### config.mk
export PLATFORM = sky130hd
export DESIGN_NAME = tcp_option_parser
export DESIGN_NICKNAME = d
export VERILOG_FILES = /design/src/sv/tcpop_pkg.sv /design/src/sv/tcp_option_parser.sv
export VERILOG_INCLUDE_DIRS = /design/src /design/src/sv
export SDC_FILE = /design/constraint.sdc
export NUM_CORES = 1
export LEC_CHECK = 0
export BUFFER_PORTS_ARGS = -buffer_cell sky130_fd_sc_hd__buf_2
export CAP_MARGIN = 20
export CORE_MARGIN = 10
export CORE_UTILIZATION = 30
export DETAILED_ROUTE_END_ITERATION = 10
export PLACE_DENSITY = 0.52
export SETUP_SLACK_MARGIN = 0.05
export SLEW_MARGIN = 20
export SYNTH_ARGS = -nofsm -noshare
export SYNTH_HDL_FRONTEND = slang
export SYNTH_SLANG_ARGS = --single-unit
### constraint.sdc
create_clock -name clk -period 2.1 [get_ports clk]
set_input_delay 0.42 -clock clk [delete_from_list [all_inputs] [get_ports clk]]
set_output_delay 0.42 -clock clk [all_outputs]
set_load 0.1 [all_outputs]
### src/sv/tcp_option_parser_macros.svh
// Assertion helpers for the TCP option parser.
`ifndef TCP_OPTION_PARSER_MACROS_SVH
`define TCP_OPTION_PARSER_MACROS_SVH

`ifndef SYNTHESIS

// Checked only outside reset.
`define TOP_ASSERT(lbl, prop, msg) \
  lbl: assert property (@(posedge clk) disable iff (!rst_n) prop) else $error(msg);

// Checked at every edge, reset included.
`define TOP_ASSERT_ALWAYS(lbl, prop, msg) \
  lbl: assert property (@(posedge clk) prop) else $error(msg);

`else

`define TOP_ASSERT(lbl, prop, msg)
`define TOP_ASSERT_ALWAYS(lbl, prop, msg)

`endif

`endif

### src/sv/tcpop_pkg.sv
`default_nettype none

package tcpop_pkg;

  // Option kind bytes on the wire.
  localparam logic [7:0] OPT_END   = 8'd0;
  localparam logic [7:0] OPT_NOP   = 8'd1;
  localparam logic [7:0] OPT_MSS   = 8'd2;
  localparam logic [7:0] OPT_SCALE = 8'd3;
  localparam logic [7:0] OPT_SACK  = 8'd4;
  localparam logic [7:0] OPT_TS    = 8'd8;

  // Total option lengths minus the kind byte.
  localparam logic [3:0] BODY_MSS   = 4'd3;
  localparam logic [3:0] BODY_SCALE = 4'd2;
  localparam logic [3:0] BODY_SACK  = 4'd1;
  localparam logic [3:0] BODY_TS    = 4'd9;

  localparam logic [1:0] STATUS_OK      = 2'd0;
  localparam logic [1:0] STATUS_UNKNOWN = 2'd1;
  localparam logic [1:0] STATUS_TRUNC   = 2'd2;

  typedef enum logic [1:0] {
    KIND_OTHER = 2'd0,
    KIND_MSS   = 2'd1,
    KIND_SCALE = 2'd2,
    KIND_SACK  = 2'd3
  } kind_t;

  typedef struct packed {
    logic [7:0] option_byte;
    logic       last_byte;
  } in_req_t;

  typedef struct packed {
    logic [15:0] mss_value;
    logic        mss_found;
    logic [7:0]  window_scale;
    logic        scale_found;
    logic        sack_permitted;
    logic [1:0]  status;
  } out_req_t;

endpackage

`default_nettype wire

### src/sv/tcp_option_parser.sv
`default_nettype none
// Channel   Ports                           Request
// input     in_valid in_stall in_data       one options byte and its last flag
// output    out_valid out_stall out_data    one summary per options area
// config    cfg_wr_en cfg_wr_data           sack_supported
//
// One byte per cycle is sustained while the input is not stalled.
// The summary appears in the output register the cycle after the last byte.
// Input stalls only while a summary sits in the output register and is stalled.
// Reset clears the parse state and sets sack_supported.

`include "tcp_option_parser_macros.svh"

module tcp_option_parser
  import tcpop_pkg::*;
(
  input  wire logic     clk,
  input  wire logic     rst_n,
  input  wire logic     in_valid,
  output logic          in_stall,
  input  wire in_req_t  in_data,
  output logic          out_valid,
  input  wire logic     out_stall,
  output out_req_t      out_data,
  input  wire logic     cfg_wr_en,
  input  wire logic     cfg_wr_data
);

  logic        sack_sup_r;
  logic [3:0]  bytes_left_r, bytes_left_nxt;
  kind_t       kind_r, kind_nxt;
  logic [15:0] mss_hold_r, mss_hold_nxt;
  logic        mss_seen_r, mss_seen_nxt;
  logic [7:0]  mss_pend_r, mss_pend_nxt;
  logic [7:0]  scale_hold_r, scale_hold_nxt;
  logic        scale_seen_r, scale_seen_nxt;
  logic        sack_seen_r, sack_seen_nxt;
  logic        stopped_r, stopped_nxt;
  logic        out_valid_r;
  out_req_t    out_data_r, summary;
  logic        in_accept;

  assign in_stall  = out_valid_r & out_stall;
  assign in_accept = in_valid & ~in_stall;
  assign out_valid = out_valid_r;
  assign out_data  = out_data_r;

  always_comb begin
    bytes_left_nxt = bytes_left_r;
    kind_nxt       = kind_r;
    mss_hold_nxt   = mss_hold_r;
    mss_seen_nxt   = mss_seen_r;
    mss_pend_nxt   = mss_pend_r;
    scale_hold_nxt = scale_hold_r;
    scale_seen_nxt = scale_seen_r;
    sack_seen_nxt  = sack_seen_r;
    stopped_nxt    = stopped_r;

    if (in_accept && !stopped_r) begin
      if (bytes_left_r == 4'd0) begin
        case (in_data.option_byte)
          OPT_END, OPT_NOP: begin
          end
          OPT_MSS: begin
            kind_nxt       = KIND_MSS;
            bytes_left_nxt = BODY_MSS;
          end
          OPT_SCALE: begin
            kind_nxt       = KIND_SCALE;
            bytes_left_nxt = BODY_SCALE;
          end
          OPT_SACK: begin
            kind_nxt       = KIND_SACK;
            bytes_left_nxt = BODY_SACK;
          end
          OPT_TS: begin
            kind_nxt       = KIND_OTHER;
            bytes_left_nxt = BODY_TS;
          end
          default: stopped_nxt = 1'b1;
        endcase
      end else begin
        case (kind_r)
          KIND_MSS: begin
            if (bytes_left_r == 4'd2) begin
              mss_pend_nxt = in_data.option_byte;
            end else if (bytes_left_r == 4'd1) begin
              mss_hold_nxt = {mss_pend_r, in_data.option_byte};
              mss_seen_nxt = 1'b1;
            end
          end
          KIND_SCALE: begin
            if (bytes_left_r == 4'd1) begin
              scale_hold_nxt = in_data.option_byte;
              scale_seen_nxt = 1'b1;
            end
          end
          KIND_SACK: begin
            if (bytes_left_r == 4'd1 && sack_sup_r) begin
              sack_seen_nxt = 1'b1;
            end
          end
          default: begin
          end
        endcase
        bytes_left_nxt = bytes_left_r - 4'd1;
      end
    end

    summary.mss_value      = mss_seen_nxt ? mss_hold_nxt : 16'd0;
    summary.mss_found      = mss_seen_nxt;
    summary.window_scale   = scale_seen_nxt ? scale_hold_nxt : 8'd0;
    summary.scale_found    = scale_seen_nxt;
    summary.sack_permitted = sack_seen_nxt;
    if (stopped_nxt) begin
      summary.status = STATUS_UNKNOWN;
    end else if (bytes_left_nxt != 4'd0) begin
      summary.status = STATUS_TRUNC;
    end else begin
      summary.status = STATUS_OK;
    end

    // The area ends here, so the next byte starts a fresh parse.
    if (in_accept && in_data.last_byte) begin
      bytes_left_nxt = 4'd0;
      kind_nxt       = KIND_OTHER;
      mss_hold_nxt   = 16'd0;
      mss_seen_nxt   = 1'b0;
      mss_pend_nxt   = 8'd0;
      scale_hold_nxt = 8'd0;
      scale_seen_nxt = 1'b0;
      sack_seen_nxt  = 1'b0;
      stopped_nxt    = 1'b0;
    end
  end

  always_ff @(posedge clk) begin
    if (!rst_n) begin
      sack_sup_r   <= 1'b1;
      bytes_left_r <= 4'd0;
      kind_r       <= KIND_OTHER;
      mss_hold_r   <= 16'd0;
      mss_seen_r   <= 1'b0;
      mss_pend_r   <= 8'd0;
      scale_hold_r <= 8'd0;
      scale_seen_r <= 1'b0;
      sack_seen_r  <= 1'b0;
      stopped_r    <= 1'b0;
      out_valid_r  <= 1'b0;
    end else begin
      if (cfg_wr_en) begin
        sack_sup_r <= cfg_wr_data;
      end
      bytes_left_r <= bytes_left_nxt;
      kind_r       <= kind_nxt;
      mss_hold_r   <= mss_hold_nxt;
      mss_seen_r   <= mss_seen_nxt;
      mss_pend_r   <= mss_pend_nxt;
      scale_hold_r <= scale_hold_nxt;
      scale_seen_r <= scale_seen_nxt;
      sack_seen_r  <= sack_seen_nxt;
      stopped_r    <= stopped_nxt;
      if (in_accept && in_data.last_byte) begin
        out_valid_r <= 1'b1;
      end else if (!out_stall) begin
        out_valid_r <= 1'b0;
      end
    end
  end

  always_ff @(posedge clk) begin
    if (in_accept && in_data.last_byte) begin
      out_data_r <= summary;
    end
  end

  `TOP_ASSERT(a_last_clears, in_accept && in_data.last_byte |=> bytes_left_r == 4'd0 && !stopped_r && !mss_seen_r && !scale_seen_r && !sack_seen_r, "parse state not cleared after last byte")
  `TOP_ASSERT(a_last_gives_result, in_accept && in_data.last_byte |=> out_valid_r, "no summary after last byte")
  `TOP_ASSERT(a_stop_no_body, bytes_left_r != 4'd0 |-> !stopped_r, "parse stopped inside an option body")
  `TOP_ASSERT(a_status_code, !out_valid_r || out_data_r.status == STATUS_OK || out_data_r.status == STATUS_UNKNOWN || out_data_r.status == STATUS_TRUNC, "invalid status code")

endmodule

`default_nettype wire

# Word-level counts from Yosys, hierarchy flattened
# Cells that the tools add are included.
[op_classes] n_addsub=1 n_eq_ne=11 muxes=32 n_bitwise=5 n_reduce_logical=12
[op_table] operator="two-way mux 16 bit" count=5
[op_table] operator="two-way mux 8 bit" count=4
[op_table] operator="two-way mux 1 bit" count=18
[op_table] operator="equality test 8 x 2 -> 1 bit (second input constant)" count=2
[op_table] operator="case mux 4 bit (4 select lines)" count=1
[op_table] operator="equality test 8 x 1 -> 1 bit (second input constant)" count=1
[op_table] operator="equality test 8 x 3 -> 1 bit (second input constant)" count=1
[op_table] operator="equality test 8 x 4 -> 1 bit (second input constant)" count=1
[op_table] operator="logical NOT 8 bit" count=1
[op_table] operator="two-way mux 4 bit" count=2
[op_table] operator="case mux 2 bit (4 select lines)" count=1
[op_table] operator="nonzero test 4 bit" count=2
[op_table] operator="OR reduction 6 bit" count=1
[op_table] operator="equality test 2 bit (second input constant)" count=2
[op_table] operator="equality test 4 x 1 -> 1 bit (second input constant)" count=1
[op_table] operator="equality test 4 x 2 -> 1 bit (second input constant)" count=1
[op_table] operator="logical NOT 4 bit" count=1
[op_table] operator="AND reduction 4 bit" count=1
[op_table] operator="subtractor 4 x 1 -> 4 bit (second input constant)" count=1
[op_table] operator="logical AND 1 bit" count=3
[op_table] operator="NOT 1 bit" count=3
[op_table] operator="AND reduction 3 bit" count=1
[op_table] operator="AND 1 bit" count=2
[op_table] operator="equality test 2 x 1 -> 1 bit (second input constant)" count=1
[op_table] operator="other kinds (4)" count=4
[word_totals] register_bits=73 input_bits=15 out_inout_bits=31 elab_cells=78

# Depth between registers and ports, before layout
[logic_depth] word_depth=7 mapped_depth=9 mapped_depth_nobuf=7

# Worst setup path after synthesis
# No wires, ideal clock.
[synth_path] path_kind="register to register" start="register out_valid_r (netlist: out_valid)" end="register out_data_r, in the netlist out_data[8] (data pin)" arrival_ns=2.297 slack_ns=-0.453 stages_incl_launch_ff=8 synth_period_minus_slack_ns=2.553 path_cell_list="dfxtp_1 a21boi_1 nor2b_1 buf_6 and4b_1 buf_2 buf_2 a22o_2"
[synth_between] elab_chain_len=5 elab_cells_between_ends=6 cone_classes="2 x mux; 3 x bitwise; 1 x reduce/logical"
[synth_lines] element="start: declaration" line="tcp_option_parser.sv:39" source="logic out_valid_r;"
[synth_lines] element="start signal: assignment" line="tcp_option_parser.sv:149" source="out_valid_r <= 1'b0;"
[synth_lines] element="start signal: assignment" line="tcp_option_parser.sv:164" source="out_valid_r <= 1'b1;"
[synth_lines] element="start signal: assignment" line="tcp_option_parser.sv:166" source="out_valid_r <= 1'b0;"
[synth_lines] element="AND 1 bit *" line="tcp_option_parser.sv:43" source="assign in_stall = out_valid_r & out_stall;"
[synth_lines] element="NOT 1 bit *" line="tcp_option_parser.sv:44" source="assign in_accept = in_valid & ~in_stall;"
[synth_lines] element="AND 1 bit *" line="tcp_option_parser.sv:44"
[synth_lines] element="logical AND 1 bit *" line="tcp_option_parser.sv:59" source="if (in_accept && !stopped_r) begin"
[synth_lines] element="two-way mux 8 bit / two-way mux 1 bit (equally long branches)" line="tcp_option_parser.sv:59"
[synth_lines] element="end signal: assignment" line="tcp_option_parser.sv:173" source="out_data_r <= summary;"
[synth_lines] element="end: declaration" line="tcp_option_parser.sv:40" source="out_req_t out_data_r, summary;"
# Every way passes the cells marked *; elsewhere a longest branch is shown, timed or not.
# A chain may end at the register's enable or synchronous reset.

# Final worst setup path
[layout_path] start="register bytes_left_r[0]" end="register out_data_r, in the netlist out_data[17] (data pin)"
[layout_between] elab_chain_len=6 elab_cells_between_ends=13 cone_classes="2 x eq/ne; 10 x mux; 1 x reduce/logical"
[layout_lines] element="start: declaration" line="tcp_option_parser.sv:30" source="logic [3:0] bytes_left_r, bytes_left_nxt;"
[layout_lines] element="start signal: assignment" line="tcp_option_parser.sv:154" source="bytes_left_r <= bytes_left_nxt;"
[layout_lines] element="equality test 4 x 1 -> 1 bit" line="tcp_option_parser.sv:87" source="end else if (bytes_left_r == 4'd1) begin"
[layout_lines] element="two-way mux 16 bit / two-way mux 1 bit (equally long branches)" line="tcp_option_parser.sv:87"
[layout_lines] element="two-way mux 16 bit / two-way mux 1 bit (equally long branches)" line="tcp_option_parser.sv:85" source="if (bytes_left_r == 4'd2) begin"
[layout_lines] element="two-way mux 16 bit / two-way mux 1 bit (equally long branches)" line="tcp_option_parser.sv:83" source="case (kind_r)"
[layout_lines] element="two-way mux 16 bit / two-way mux 1 bit (equally long branches)" line="tcp_option_parser.sv:60" source="if (bytes_left_r == 4'd0) begin"
[layout_lines] element="two-way mux 16 bit / two-way mux 1 bit (equally long branches)" line="tcp_option_parser.sv:59"
# Several ways; a longest one is shown, not always the timed one.

==> results.yml <==
critical_path:
  start_kind: "register"
  path_cells: "inv_4 -> ha_4 -> nor3_2 -> and3b_1 -> nand4b_1 -> and2_1 -> buf_4 -> a22o_2"
  crit_path_top_delay_cell: "dfxtp_4"
  cp_max_fo: 7
  critPathTopFamily: "simple AND/OR/NAND/NOR gates"
  crit_buf_inv: 2
  cp.depth: 8
  cp.required_ns: 2.20
  reg2reg_depth: 8
  critPathMaxStageDelay_ns: 0.40
  path_class: "register to register"
  end_kind: "register"
  critPathArrivalTime_ns: 2.05
synth:
  synth_edf_count: 29
  yosysTopAreaCell: "dfxtp_1"
  async_flop_share: 0
  synth_nets: 302
  syn_inst: 283
  synth_top_area_share: 0.2862
  synth_area_leaders: "dfxtp_1, edfxtp_1, nand2_1, a22o_1, a21oi_1"
  synth_flop_cell: "dfxtp_1"
  synth_warnings: 0
  synth.most_common_cell: "nand2_1"
  yosysSeqAreaShare: 0.5691
  netlist_top_cells_count: "nand2_1, dfxtp_1, edfxtp_1"
  post_synth.cell_area_avg_sq_um: 10.88
  syn_area_sq_um: 3078
  synth-seq-cells: 73
  synth.distinct_cells: 49
cts:
  cts_sinks: 73
  clk_pin_slew_ns: 0.08
  root_buffer: "clkbuf_8"
  cts_made_buffers: 9
  cts_buffer_depth: 2
  cts_tree: "yes"
  htreeDepth: 3
  clk_latency_ns: 0.34
place:
  gp_congestion: 0.8294
  io_buffers: 45
  dpl_worst_slack_ns: -0.1512
  place_hpwl_um: 4847
pwr:
  power_switching_uw: 774.2
  netSwitchingFraction: 0.2578
  power_density_nw_per_um2: 789.5
  p_leak_nw: 1.445
  seqPwrFrac: 0.500
  p_comb_frac: 0.109
  p_int_mw: 2.229
  vdd_drop_max_mv: 0.2618
  p_clk_frac: 0.391
timing:
  period_share: 0.9329
  slew_headroom: 0.6032
  fmax_mhz: 510.5
  worst_pin_slew_ns: 0.5940
  fin_skew_ns: 0.01103
  report.final.hold_viol_count: 0
  setup_viol: 0
  fin_crit_ns: 1.959
  rsz0062_at_grt: "no"
  drv_slew: 0
  postLayoutSetupSlackWorst_ns: 0.1410
floorplan:
  rows: 36
  start_util: 0.3120
  fp.dieH_um: 121.3
  coreArea_sq_um: 9864
  fp.dieW_um: 121.3
  die_area_sq_um: 14710
  pin_count: 46
routing:
  routed-wl-met2_um: 3225
  dr.first_iter.drc_count: 148
  met1_length_um: 3157
  drt_pre_antenna_iters: 4
  ant_nets: 0
  finalWirelength_um: 6915
  highest_layer: "met4"
  drcViolationCount: 0
  vias: 2202
  wl_per_cell_um: 14.41
  vias_per_cell: 4.588
  wl_met3_um: 456
min_path:
  hold_class: "primary input to register"
  hold_depth: 2
final_layout:
  drive_gt1_frac: 0.2939
  nets: 361
  fin_util: 0.3856
  n_antenna_cell: 0
  areaGrowthSynthToFinish_pct: 23.58
global_route:
  track_usage: 0.09504
  antenna_found_initial: 0
  grt_pass1_wl_um: 11160
  grt_max_degree: 43
  gr-total-overflow: 0
  grt_pass1_vias: 2187
flow_run:
  cap_violations: 0
run_status:
  status: "completed"
[final timing paths]
path	start	endpoint	slack, ns
setup reg to reg	bytes_left_r[0]	out_data[17]	0.14
hold reg to reg	mss_hold_r[1]	mss_hold_r[1]	0.45
setup / recovery	bytes_left_r[0]	out_data[17]	0.14
hold / removal	rst_n	sack_sup_r	0.25
[routing by layer]
| metal | vias up | track usage |
|---|---|---|
| li1 | 1131 | - |
| met1 | 1026 | 0.1123 |
| met2 | 37 | 0.1492 |
| met3 | 8 | 0.04002 |
| met4 | 0 | 0.03800 |
| met5 | - | 0 |
[state kept, by name, summed over array words and instances (netlist names), 2 cells and up]
signal,count
out_data,29
scale_hold_r,8
kind_r,2
mss_hold_r,16
mss_pend_r,8
bytes_left_r,4
[per-stage QoR]
step | hold WS [ns] | power (mW) | cells | area, sq um | setup TNS, ns
floorplan | 0.4314 | 1.773 | 283 | 3127 | 0
global placement | 0.4385 | 1.861 | 464 | 3587 | -0.1117
detailed placement | 0.4440 | 1.862 | 464 | 3587 | -0.1693
CTS | 0.2372 | 3.038 | 480 | 3797 | 0
global route | 0.2295 | 3.117 | 480 | 3804 | 0
finish | 0.2520 | 3.003 | 480 | 3804 | 0
[timing repair]
item	4_1_cts	5_1_grt
endpoints found under the hold margin	0	0
hold buffers	0	0
buffers inserted	0	0
endpoints found under the setup margin	0	2
gates resized for setup	0	1
[cell type report]
cell class	instances	area (sq um)
Clock inverter	6	82.58
Fill cell	945	6061
Multi-Input combinational cell	185	1210
Inverter	5	21.27
Sequential cell	73	1760
Tap cell	133	166.4
Clock buffer	10	127.6
Timing Repair Buffer	68	435.4
[cells in the final DEF, fill, tap and decap left out, drive strengths merged, types with 3 or more instances in the layout]
cell	instances
a22o	24
inv	5
a21oi	24
nand2	54
mux2i	10
edfxtp	29
dfxtp	44
nor3b	3
nor2b	6
nor3	3
and2	3
nor2	18
nor4	3
clkbuf	10
ha	4
buf	68
clkinv	4
[power by group through the flow]
stage               sequential, mW  combinational (mW)  clock, mW
global placement              1.53               0.328          0
finish                        1.50               0.327       1.17
floorplan                     1.68              0.0909          0
detailed placement            1.53               0.329          0
CTS                           1.50               0.330       1.21
global route                  1.50               0.345       1.27
[kinds of logic after synthesis]
logic type | after synthesis | share of synthesized area
simple gates | 107 | 0.1817
flops | 73 | 0.5691
compound gates | 61 | 0.1443
buf+inv | 25 | 0.04675
mux | 11 | 0.03618
xor+xnor | 2 | 0.005692
fa+ha+maj | 4 | 0.01626
Power figures use the tool's default switching activity.
